File: src/design/matrix_vector_product_defines.svh
// Assertion macros for the files that check their own logic.
`ifndef MATRIX_VECTOR_PRODUCT_DEFINES_SVH
`define MATRIX_VECTOR_PRODUCT_DEFINES_SVH

// The consequent must hold in the same cycle as the antecedent.
`define MVP_ASSERT_SAME(label, clk, rst, ante, cons, msg) \
   label: assert property (@(posedge clk) disable iff (rst) (ante) |-> (cons)) \
      else $error(msg);

// The consequent must hold in the cycle after the antecedent.
`define MVP_ASSERT_NEXT(label, clk, rst, ante, cons, msg) \
   label: assert property (@(posedge clk) disable iff (rst) (ante) |=> (cons)) \
      else $error(msg);

`endif

File: src/design/mvp_pkg.sv
`timescale 1ns / 1ps

package mvp_pkg;

   localparam int DEF_MAX_ROWS    = 16;
   localparam int DEF_MAX_COLUMNS = 16;

   localparam int ELEMENT_W   = 16;
   localparam int PRODUCT_W   = 2 * ELEMENT_W;
   localparam int SUM_W       = 36;
   localparam int ROW_INDEX_W = 4;
   localparam int CSR_DATA_W  = 5;
   localparam int CSR_INDEX_W = 2;
   // Wide enough for any count up to the largest supported maximum of 256.
   localparam int COUNT_W     = 9;
   localparam int QUEUE_DEPTH = 2;

   localparam logic [CSR_INDEX_W-1:0] CSR_ROW_COUNT    = CSR_INDEX_W'(0);
   localparam logic [CSR_INDEX_W-1:0] CSR_COLUMN_COUNT = CSR_INDEX_W'(1);

   localparam logic MODE_VECTOR = 1'b0;
   localparam logic MODE_MATRIX = 1'b1;

   localparam logic [CSR_DATA_W-1:0] RESET_ROW_COUNT    = CSR_DATA_W'(4);
   localparam logic [CSR_DATA_W-1:0] RESET_COLUMN_COUNT = CSR_DATA_W'(4);

   typedef struct packed {
      logic                        mode;
      logic signed [ELEMENT_W-1:0] element_value;
   } req_type;

   typedef struct packed {
      logic signed [SUM_W-1:0]  row_sum;
      logic [ROW_INDEX_W-1:0]   row_index;
      logic                     last_row;
   } rsp_type;

   typedef struct packed {
      logic [CSR_DATA_W-1:0] row_count;
      logic [CSR_DATA_W-1:0] column_count;
   } cfg_type;

   typedef struct packed {
      logic signed [ELEMENT_W-1:0] element_value;
      logic signed [ELEMENT_W-1:0] vector_value;
      logic                        last_column;
      logic [ROW_INDEX_W-1:0]      row_index;
      logic                        last_row;
   } work_type;

   // A count of zero acts as one, and a count above the maximum acts as the maximum.
   function automatic logic [COUNT_W-1:0] effective_count(
      input logic [CSR_DATA_W-1:0] raw,
      input logic [COUNT_W-1:0]    maximum
   );
      logic [COUNT_W-1:0] wide;
      wide = COUNT_W'(raw);
      if (raw == '0) begin
         return COUNT_W'(1);
      end else if (wide > maximum) begin
         return maximum;
      end
      return wide;
   endfunction

endpackage

File: src/design/matrix_vector_product.sv
`timescale 1ns / 1ps

// Dense matrix-vector product over signed Q8.8 elements. Load the vector first with mode 0
// items, then stream the matrix in row-major order with mode 1 items; after the last column
// of each row one result carries the exact Q20.16 row sum, its row index and a flag on the
// final row. The block takes one item every clock cycle when the result side keeps up, set
// by the single multiplier and accumulator in the back end. A matrix element enters the
// front stage register at the edge that accepts it, where the vector store is read, then
// passes through the two-entry queue and the multiplier register, and the accumulator sum
// loads the result register. There is no clearing pass after reset; the vector store must
// be loaded before a matrix is streamed. The user must write row and column counts through
// the register port only while no item is in flight; the block itself does not enforce it.
module matrix_vector_product #(
   parameter int MAX_ROWS    = mvp_pkg::DEF_MAX_ROWS,
   parameter int MAX_COLUMNS = mvp_pkg::DEF_MAX_COLUMNS
) (
   input  logic                               clock,
   input  logic                               reset,
   input  logic                               req_valid,
   output logic                               req_ready,
   input  mvp_pkg::req_type                   req_payload,
   output logic                               rsp_valid,
   input  logic                               rsp_ready,
   output mvp_pkg::rsp_type                   rsp_payload,
   input  logic                               csr_write_enable,
   input  logic [mvp_pkg::CSR_INDEX_W-1:0]    csr_index,
   input  logic [mvp_pkg::CSR_DATA_W-1:0]     csr_write_data
);
   import mvp_pkg::*;

`include "matrix_vector_product_defines.svh"

   cfg_type  cfg_ff;
   cfg_type  cfg_in;

   logic     q_push_valid;
   logic     q_push_ready;
   work_type q_push_data;
   logic     q_pop_valid;
   logic     q_pop_ready;
   work_type q_pop_data;

   always_comb begin
      cfg_in = cfg_ff;
      if (csr_write_enable) begin
         unique case (csr_index)
            CSR_ROW_COUNT: begin
               cfg_in.row_count = csr_write_data;
            end
            CSR_COLUMN_COUNT: begin
               cfg_in.column_count = csr_write_data;
            end
            default: begin
               cfg_in = cfg_ff;
            end
         endcase
      end
   end

   always_ff @(posedge clock) begin
      if (reset) begin
         cfg_ff.row_count    <= RESET_ROW_COUNT;
         cfg_ff.column_count <= RESET_COLUMN_COUNT;
      end else begin
         cfg_ff <= cfg_in;
      end
   end

   mvp_front #(
      .MAX_ROWS    (MAX_ROWS),
      .MAX_COLUMNS (MAX_COLUMNS)
   ) u_front (
      .clock       (clock),
      .reset       (reset),
      .cfg         (cfg_ff),
      .req_valid   (req_valid),
      .req_ready   (req_ready),
      .req_payload (req_payload),
      .push_valid  (q_push_valid),
      .push_ready  (q_push_ready),
      .push_data   (q_push_data)
   );

   mvp_queue u_queue (
      .clock      (clock),
      .reset      (reset),
      .push_valid (q_push_valid),
      .push_ready (q_push_ready),
      .push_data  (q_push_data),
      .pop_valid  (q_pop_valid),
      .pop_ready  (q_pop_ready),
      .pop_data   (q_pop_data)
   );

   mvp_back u_back (
      .clock       (clock),
      .reset       (reset),
      .pop_valid   (q_pop_valid),
      .pop_ready   (q_pop_ready),
      .pop_data    (q_pop_data),
      .rsp_valid   (rsp_valid),
      .rsp_ready   (rsp_ready),
      .rsp_payload (rsp_payload)
   );

   `MVP_ASSERT_SAME(a_front_holds_when_queue_full, clock, reset,
      q_push_valid && !q_push_ready, !req_ready, "Front accepted an item over a waiting one.")

   `MVP_ASSERT_NEXT(a_matrix_item_reaches_front_stage, clock, reset,
      req_valid && req_ready && (req_payload.mode == MODE_MATRIX), q_push_valid,
      "Accepted matrix item did not reach the front stage.")

   `MVP_ASSERT_NEXT(a_front_stage_holds, clock, reset,
      q_push_valid && !q_push_ready, q_push_valid && $stable(q_push_data),
      "Stalled front stage changed its item.")

endmodule

File: src/design/mvp_front.sv
`timescale 1ns / 1ps

module mvp_front #(
   parameter int MAX_ROWS    = mvp_pkg::DEF_MAX_ROWS,
   parameter int MAX_COLUMNS = mvp_pkg::DEF_MAX_COLUMNS
) (
   input  logic              clock,
   input  logic              reset,
   input  mvp_pkg::cfg_type  cfg,
   input  logic              req_valid,
   output logic              req_ready,
   input  mvp_pkg::req_type  req_payload,
   output logic              push_valid,
   input  logic              push_ready,
   output mvp_pkg::work_type push_data
);
   import mvp_pkg::*;

   localparam int COL_W = (MAX_COLUMNS > 1) ? $clog2(MAX_COLUMNS) : 1;
   localparam int ROW_W = (MAX_ROWS > 1) ? $clog2(MAX_ROWS) : 1;

   logic signed [ELEMENT_W-1:0] vector_store [MAX_COLUMNS];

   logic [COUNT_W-1:0] rows;
   logic [COUNT_W-1:0] cols;

   logic               fire;
   logic               load_fire;
   logic               matrix_fire;

   logic [COL_W-1:0]   load_ff;
   logic [COL_W-1:0]   load_in;
   logic [COL_W-1:0]   load_cur;
   logic [COUNT_W-1:0] load_sum;

   logic [COL_W-1:0]   col_ff;
   logic [COL_W-1:0]   col_in;
   logic [COL_W-1:0]   col_cur;
   logic [COUNT_W-1:0] col_sum;
   logic               col_last;

   logic [ROW_W-1:0]   row_ff;
   logic [ROW_W-1:0]   row_in;
   logic [ROW_W-1:0]   row_cur;
   logic [COUNT_W-1:0] row_sum;
   logic               row_last;

   logic               stage_valid_ff;
   logic               stage_valid_in;
   work_type           stage_ff;
   logic signed [ELEMENT_W-1:0] vector_rd_ff;

   always_comb begin
      rows = effective_count(cfg.row_count, COUNT_W'(MAX_ROWS));
      cols = effective_count(cfg.column_count, COUNT_W'(MAX_COLUMNS));

      req_ready   = !stage_valid_ff || push_ready;
      fire        = req_valid && req_ready;
      load_fire   = fire && (req_payload.mode == MODE_VECTOR);
      matrix_fire = fire && (req_payload.mode == MODE_MATRIX);

      // A counter left at or beyond a reduced count starts again from zero.
      load_cur = (COUNT_W'(load_ff) >= cols) ? '0 : load_ff;
      load_sum = COUNT_W'(load_cur) + 1'b1;
      col_cur  = (COUNT_W'(col_ff) >= cols) ? '0 : col_ff;
      col_sum  = COUNT_W'(col_cur) + 1'b1;
      col_last = (col_sum >= cols);
      row_cur  = (COUNT_W'(row_ff) >= rows) ? '0 : row_ff;
      row_sum  = COUNT_W'(row_cur) + 1'b1;
      row_last = (row_sum >= rows);

      load_in = load_ff;
      if (load_fire) begin
         load_in = (load_sum >= cols) ? '0 : COL_W'(load_sum);
      end

      col_in = col_ff;
      row_in = row_ff;
      if (matrix_fire) begin
         col_in = col_last ? '0 : COL_W'(col_sum);
         row_in = row_cur;
         if (col_last) begin
            row_in = row_last ? '0 : ROW_W'(row_sum);
         end
      end

      stage_valid_in = matrix_fire || (stage_valid_ff && !push_ready);

      push_valid   = stage_valid_ff;
      push_data    = stage_ff;
      push_data.vector_value = vector_rd_ff;
   end

   always_ff @(posedge clock) begin
      if (reset) begin
         load_ff        <= '0;
         col_ff         <= '0;
         row_ff         <= '0;
         stage_valid_ff <= 1'b0;
      end else begin
         load_ff        <= load_in;
         col_ff         <= col_in;
         row_ff         <= row_in;
         stage_valid_ff <= stage_valid_in;
      end
   end

   always_ff @(posedge clock) begin
      if (load_fire) begin
         vector_store[load_cur] <= req_payload.element_value;
      end
      if (matrix_fire) begin
         vector_rd_ff <= vector_store[col_cur];
      end
   end

   always_ff @(posedge clock) begin
      if (matrix_fire) begin
         stage_ff.element_value <= req_payload.element_value;
         stage_ff.vector_value  <= '0;
         stage_ff.last_column   <= col_last;
         stage_ff.row_index     <= ROW_INDEX_W'(row_cur);
         stage_ff.last_row      <= row_last;
      end
   end

endmodule

File: src/design/mvp_queue.sv
`timescale 1ns / 1ps

module mvp_queue (
   input  logic              clock,
   input  logic              reset,
   input  logic              push_valid,
   output logic              push_ready,
   input  mvp_pkg::work_type push_data,
   output logic              pop_valid,
   input  logic              pop_ready,
   output mvp_pkg::work_type pop_data
);
   import mvp_pkg::*;

   localparam int PTR_W   = (QUEUE_DEPTH > 1) ? $clog2(QUEUE_DEPTH) : 1;
   localparam int COUNT_QW = $clog2(QUEUE_DEPTH + 1);

   work_type             entry_ff [QUEUE_DEPTH];
   logic [PTR_W-1:0]     wr_ptr_ff;
   logic [PTR_W-1:0]     wr_ptr_in;
   logic [PTR_W-1:0]     rd_ptr_ff;
   logic [PTR_W-1:0]     rd_ptr_in;
   logic [COUNT_QW-1:0]  fill_ff;
   logic [COUNT_QW-1:0]  fill_in;
   logic                 push_fire;
   logic                 pop_fire;

   always_comb begin
      push_ready = (fill_ff != COUNT_QW'(QUEUE_DEPTH));
      pop_valid  = (fill_ff != '0);
      pop_data   = entry_ff[rd_ptr_ff];
      push_fire  = push_valid && push_ready;
      pop_fire   = pop_valid && pop_ready;

      wr_ptr_in = wr_ptr_ff;
      rd_ptr_in = rd_ptr_ff;
      fill_in   = fill_ff;
      if (push_fire) begin
         wr_ptr_in = (wr_ptr_ff == PTR_W'(QUEUE_DEPTH - 1)) ? '0 : wr_ptr_ff + 1'b1;
      end
      if (pop_fire) begin
         rd_ptr_in = (rd_ptr_ff == PTR_W'(QUEUE_DEPTH - 1)) ? '0 : rd_ptr_ff + 1'b1;
      end
      if (push_fire && !pop_fire) begin
         fill_in = fill_ff + 1'b1;
      end else if (pop_fire && !push_fire) begin
         fill_in = fill_ff - 1'b1;
      end
   end

   always_ff @(posedge clock) begin
      if (reset) begin
         wr_ptr_ff <= '0;
         rd_ptr_ff <= '0;
         fill_ff   <= '0;
      end else begin
         wr_ptr_ff <= wr_ptr_in;
         rd_ptr_ff <= rd_ptr_in;
         fill_ff   <= fill_in;
      end
   end

   always_ff @(posedge clock) begin
      if (push_fire) begin
         entry_ff[wr_ptr_ff] <= push_data;
      end
   end

endmodule

File: src/design/mvp_back.sv
`timescale 1ns / 1ps

module mvp_back (
   input  logic              clock,
   input  logic              reset,
   input  logic              pop_valid,
   output logic              pop_ready,
   input  mvp_pkg::work_type pop_data,
   output logic              rsp_valid,
   input  logic              rsp_ready,
   output mvp_pkg::rsp_type  rsp_payload
);
   import mvp_pkg::*;

   logic                        mul_valid_ff;
   logic                        mul_valid_in;
   logic signed [PRODUCT_W-1:0] product_ff;
   logic                        last_column_ff;
   logic [ROW_INDEX_W-1:0]      row_index_ff;
   logic                        last_row_ff;

   logic signed [SUM_W-1:0]     acc_ff;
   logic signed [SUM_W-1:0]     acc_in;
   logic signed [SUM_W-1:0]     acc_sum;

   logic                        rsp_valid_ff;
   logic                        rsp_valid_in;
   rsp_type                     rsp_ff;
   logic                        advance;

   always_comb begin
      advance      = !rsp_valid_ff || rsp_ready;
      pop_ready    = !mul_valid_ff || advance;
      mul_valid_in = pop_ready ? pop_valid : mul_valid_ff;

      // The sum wraps at its full width, which the input ranges never reach.
      acc_sum = acc_ff + SUM_W'(product_ff);

      acc_in       = acc_ff;
      rsp_valid_in = rsp_valid_ff;
      if (advance) begin
         rsp_valid_in = mul_valid_ff && last_column_ff;
         if (mul_valid_ff) begin
            acc_in = last_column_ff ? '0 : acc_sum;
         end
      end

      rsp_valid   = rsp_valid_ff;
      rsp_payload = rsp_ff;
   end

   always_ff @(posedge clock) begin
      if (reset) begin
         mul_valid_ff <= 1'b0;
         acc_ff       <= '0;
         rsp_valid_ff <= 1'b0;
      end else begin
         mul_valid_ff <= mul_valid_in;
         acc_ff       <= acc_in;
         rsp_valid_ff <= rsp_valid_in;
      end
   end

   always_ff @(posedge clock) begin
      if (pop_ready && pop_valid) begin
         product_ff     <= pop_data.element_value * pop_data.vector_value;
         last_column_ff <= pop_data.last_column;
         row_index_ff   <= pop_data.row_index;
         last_row_ff    <= pop_data.last_row;
      end
      if (advance && mul_valid_ff && last_column_ff) begin
         rsp_ff.row_sum   <= acc_sum;
         rsp_ff.row_index <= row_index_ff;
         rsp_ff.last_row  <= last_row_ff;
      end
   end

endmodule

File: config.mk
export PLATFORM = sky130hd
export DESIGN_NAME = matrix_vector_product
export DESIGN_NICKNAME = d
export VERILOG_FILES = /design/src/design/mvp_pkg.sv /design/src/design/matrix_vector_product.sv /design/src/design/mvp_front.sv /design/src/design/mvp_queue.sv /design/src/design/mvp_back.sv
export VERILOG_INCLUDE_DIRS = /design/src /design/src/design
export SDC_FILE = /design/constraint.sdc
export NUM_CORES = 1
export LEC_CHECK = 0
export BUFFER_PORTS_ARGS = -buffer_cell sky130_fd_sc_hd__buf_2
export CAP_MARGIN = 20
export CORE_MARGIN = 8
export CORE_UTILIZATION = 35
export CTS_CLUSTER_SIZE = 28
export DETAILED_ROUTE_END_ITERATION = 7
export HOLD_SLACK_MARGIN = 0.12
export SLEW_MARGIN = 15
export SYNTH_ARGS = -nofsm -noshare
export SYNTH_HDL_FRONTEND = slang
export SYNTH_HIERARCHICAL = 1
export SYNTH_SLANG_ARGS = --single-unit
File: constraint.sdc
create_clock -name clock -period 9.7 [get_ports clock]
set_clock_uncertainty 0.15 [all_clocks]
set_input_delay 1.94 -clock clock [delete_from_list [all_inputs] [get_ports clock]]
set_output_delay 1.94 -clock clock [all_outputs]
set_load 0.02 [all_outputs]
==> metrics.cfg, run 1 <==
[drt]
wire_per_inst_um=17.0
totalWireLength_mm=64.4
first_pass_iters=5
vias=18200
drtIter0Drc=1079
drtAntennaViolNets=0
routed_via_density=4.81
drc=0

[finish]
antenna_cells=0
final_common_cell=edfxtp_1
fillers=8526
final_cell_mix=449 x edfxtp_1, 367 x inv_1, 263 x fa_1, 186 x nand2_1, 151 x ha_1
syn2layout_area_growth_pct=10.5
drive_gt1_share_pct=12.2
fin_nets=3009

[sta]
rsz0062_at_grt=false
worstMarginPinSlew_ns=1.00
hold_viol_final=0
fmax_ghz=0.128
period_share_pct=80.7
finalSetupViolCount=0
drv_slew=0
slew-limit-headroom_pct=33.2
fin_tns_setup_ns=0
min_period_ns=7.83

[global_route]
gr-total-overflow=0
antenna_found_initial=1
grt_pass1_vias=19000
grt_max_degree=57
grt_pass1_wl_mm=104
grt_use_total_pct=12.9

[critical_path]
cp_common_cell=fa_1
worstPathCellList=buf_4 > mux2_2 > and2_1 > fa_1 > inv_1 > fa_1 > inv_1 > fa_1 > fa_1 > fa_1 > inv_1 > fa_1 > inv_1 > ha_1 > a211o_1 > a21oi_1 > o21ai_0 > a21o_1 > a41oi_1 > o211ai_1 > a31o_2 > a21oi_1 > xnor2_1
critPathMaxStageDelay_ns=0.69
end_kind=flop
worstPathMaxFanout=26
cp.arrival_ns=8.03
critPathKind=reg2reg
slowest_stage=dfxtp_1
required_ns=9.90
startpoint_type=flop

[clocking]
cts_resized=0
cts_root_buffer=clkbuf_16
cts.clk_slew.worst_paths_ns=0.06
cts_tree=yes
cts_buffers=53
cts_sinks=515
clk_path_buf_depth=3
h-tree-depth=2
cts_hold_buf=0
post_cts_buffers=0
clock_latency_ns=0.63

[synth]
synth_edf_count=449
synth_fp_nets=2953
syn_inst=2510
synthFlopType=edfxtp_1
ys_types=95
seq_area_frac_synth_pct=46.7
ys_warn_count=6
syn_area_per_cell_um2=12.6
syn_area_um2=31700
synth-seq-cells=515
ys_async_sr_fraction_pct=0

[floorplan]
start_util_pct=35.3
die_area_um2=100000
rows=110
die_w_um=317
die_h_um=317
ios=72
core_area_um2=89900

[placement]
place_congestion=0.858
dp_hpwl_mm=46.9
io_buffers=71

[min_path]
hp-class=reg2reg

[run]
maxCapViolations=0

[outcome]
status=completed

per-layer routing:
layer | wire length [µm] | up-vias | global-route usage [%] | part of all wire, %
met5 | 0 | - | 0 | 0
met4 | 1170 | 0 | 2.88 | 1.8
met3 | 4070 | 85 | 2.99 | 6.3
met2 | 29300 | 417 | 21.0 | 45
met1 | 29900 | 8997 | 17.4 | 46
li1 | - | 8694 | - | -
sequential cells by signal, indices dropped and copies added, names as in the netlist, 10 cells and up, named ones only:
register              cells
u_back/rsp_payload       41
u_front/vector_rd_ff     16
u_back/acc_ff            36
cfg_ff                   10
u_queue/entry_ff         76
u_front/push_data        22
u_front/vector_store    256
u_back/product_ff        32
final cells by class:
cell class	count	area (µm²)	area share, %
Clock inverter	39	489	1.40
Multi-Input combinational cell	1534	15000	42.9
Clock buffer	60	1350	3.86
Tap cell	1176	1470	4.20
Timing Repair Buffer	92	513	1.46
Sequential cell	515	14800	42.3
Inverter	370	1390	3.96
critical path, delay by kind of cell (launching register included):
family | cells | cell delay (ns)
buffers and inverters | 5 | 0.71
and+or+nand+nor | 1 | 0.24
xor gates and xnor gates | 1 | 0.09
muxes | 1 | 0.54
adders and majority gates | 7 | 3.54
AOI/OAI and AO/OA | 8 | 1.60
DFF | 1 | 0.69
stage by stage:
step / instances / setup slack (ns) / hold slack [ns] / util, % / area (µm²)
global route: 3786 / 1.39 / 0.276 / 39.0 / 35000
finish: 3786 / 1.87 / 0.268 / 39.0 / 35000
floorplan: 2510 / 2.63 / 0.250 / - / 31700
global placement: 3686 / 1.88 / 0.259 / 36.9 / 33200
detailed placement: 3687 / 1.79 / 0.258 / 36.9 / 33200
CTS: 3786 / 1.79 / 0.269 / 39.0 / 35000
Yosys cell counts (all sizes together), types with 4 or more instances:
master	instances	area, µm²
nor3	17	95.1
ha	151	1890
xor2	26	235
o311ai	4	35.0
fa	263	5270
nor2b	16	103
nand3b	6	48.8
o21a	12	91.3
mux2i	44	440
a21oi	93	480
a41oi	4	35.0
inv	369	1390
and2	128	801
a31oi	7	43.8
a21o	43	324
nor2	139	534
dfxtp	66	1320
nand2b	34	215
o211ai	13	103
nand4	5	37.5
or4	4	30.0
o21bai	9	67.6
a221oi	18	220
o21ai	46	257
nor4	6	43.8
mux4	48	1080
nand2	186	698
and3	6	37.5
mux2	40	450
a22oi	26	195
clkbuf	49	189
xnor2	46	403
nand3	25	130
nor3b	4	35.0
or3	5	36.3
buf	42	329
a31o	4	35.0
a211oi	8	60.1
o22ai	5	51.3
edfxtp	449	13500
worst paths after layout:
kind | from | to | slack (ns) | cells past startpoint
max | flop | u_back/product_ff[30] | 1.87 | 23
min | u_back/row_index_ff[1] | u_back/rsp_payload[2] | 0.27 | 0
min reg2reg | u_back/row_index_ff[1] | u_back/rsp_payload[2] | 0.27 | 0
max reg2reg | flop | u_back/product_ff[30] | 1.87 | 23
kinds of logic (layout without fill, tap and decap cells):
group                    count (synthesis)  after routing  share of synthesized area (%)
AO/OA/AOI/OAI                          323            323                           7.19
buffers and inverters                  461            561                           6.01
adder cells (fa/ha/maj)                414            414                           22.6
multiplexers                           132            132                           6.22
AND/OR/NAND/NOR                        593            593                           9.31
XOR/XNOR                                72             72                           2.01
flip-flops                             515            515                           46.7
Power of run 1 is left out: the tool's default activity adds up to more than one toggle a clock period on the data nets, which glitch-free logic cannot reach.
==> run 2: changes to the inputs <==
Clock period 9.7 ns to 6.8 ns, I/O delays scaled along.
==> metrics.cfg, run 2 (synthesized netlist as in run 1, its figures left out) <==
[global_route]
grt_pass1_vias=19400
antenna_found_initial=1
grt_max_degree=53
grt_use_total_pct=12.6
gr-total-overflow=0
grt_pass1_wl_mm=103

[placement]
dpl_cell_area_um2=33900
place_congestion=0.855
io_buffers=71
dp_hpwl_mm=47.7

[run]
maxCapViolations=0

[clocking]
cts_hold_buf=0
cts_buffers=53
cts_sinks=515
cts.clk_slew.worst_paths_ns=0.06
h-tree-depth=2
clock_latency_ns=0.62
cts_root_buffer=clkbuf_16
cts_tree=yes
clk_path_buf_depth=3

[critical_path]
startpoint_type=flop
cp.arrival_ns=6.85
worstPathMaxFanout=7
required_ns=7.02
critPathKind=reg2reg
end_kind=flop

[finish]
regArea_um2=14800
drive_gt1_share_pct=17.7
multi_input_area_um2=15300
final_cell_mix=449 x edfxtp_1, 355 x inv_1, 256 x fa_1, 183 x nand2_1, 141 x ha_1
stdcell_area_um2=36200
fin_nets=3112
largest_reg_flops=256
antenna_cells=0
fillers=8483
syn2layout_area_growth_pct=14.1
final_common_cell=edfxtp_1
regMostFlops=u_front/vector_store

[drt]
wire_per_inst_um=16.3
drtAntennaViolNets=0
first_pass_iters=4
drc=0
vias=18500
totalWireLength_mm=63.4
routed_via_density=4.75
drtIter0Drc=1012

[sta]
slew-limit-headroom_pct=33.7
drv_slew=0
hold_viol_final=0
finalSetupViolCount=0
fmax_ghz=0.151
rsz0062_at_grt=true
worstMarginPinSlew_ns=0.993
period_share_pct=97.6
min_period_ns=6.63

[floorplan]
start_util_pct=35.3
die_h_um=317
core_area_um2=89900
die_w_um=317
ios=72
die_area_um2=100000
rows=110

[outcome]
status=completed

[min_path]
hp-class=reg2reg

-- run 2: changes by cell type in the layout (fill, tap and decap cells not counted), sizes merged --
| cell | before | now |
|---|---|---|
| clkinvlp | 3 | 2 |
| inv | 374 | 372 |
| buf | 92 | 193 |
| bufinv | 9 | 4 |
| clkinv | 23 | 24 |
| clkbuf | 60 | 67 |
-- run 2: critical path, stage by stage (launching register included) --
cell and delay (ns):
dfxtp_4 0.41, buf_12 0.12, buf_16 0.12, mux2_4 0.34
and2_4 0.17, fa_1 0.57, inv_2 0.08, fa_1 0.53
inv_1 0.05, fa_1 0.49, fa_1 0.51, fa_1 0.51
inv_1 0.06, fa_1 0.55, inv_2 0.05, ha_4 0.21
a211o_1 0.30, a21oi_2 0.15, o21ai_1 0.08, a21o_1 0.19
a41oi_2 0.19, o211ai_1 0.15, a31o_2 0.23, a21oi_2 0.14
xnor2_1 0.07
-- run 2: stage by stage --
stage               worst slack, ns  setup TNS, ns  hold WS [ns]  instances  util, %
floorplan                   0.00757              0         0.250       2510        -
global placement            -0.0455        -0.0694         0.256       3772     37.7
detailed placement           -0.122         -0.206         0.256       3772     37.7
CTS                        -0.00275       -0.00312         0.270       3872     39.7
global route                -0.0609         -0.110         0.276       3887     40.2
finish                        0.167              0         0.270       3887     40.2
-- run 2: timing repair --
item | CTS | global route
pin swaps | 6 | 56
resized for setup | 13 | 80
buffers inserted | 2 | 12
gates cloned | 1 | 2
endpoints found under the setup margin | 2 | 8
-- run 2: area by class of cell --
class,instances,area share [%]
clock buffer,65,3.93
sequential,515,40.9
inverter,370,3.84
tap,1176,4.07
timing repair buffer,195,3.95
clock inverter,32,0.847
multi-input combinational,1534,42.4
-- run 2: layer usage --
| layer | vias up | share of wire [%] | GRT usage, % |
|---|---|---|---|
| li1 | 8909 | - | - |
| met1 | 9149 | 46 | 16.6 |
| met2 | 310 | 47 | 21.3 |
| met3 | 94 | 4.6 | 2.48 |
| met4 | 2 | 2.0 | 3.00 |
| met5 | - | 0.020 | 0 |
-- run 2: path summary, 6_finish.rpt --
check | startpoint | end | slack (ns) | cells past startpoint
max reg2reg | flop | u_back/product_ff[30] | 0.17 | 24
min reg2reg | u_back/row_index_ff[1] | u_back/rsp_payload[2] | 0.27 | 0
min | u_back/row_index_ff[1] | u_back/rsp_payload[2] | 0.27 | 0
max | flop | u_back/product_ff[30] | 0.17 | 24
Power of run 2 is left out for the same reason.
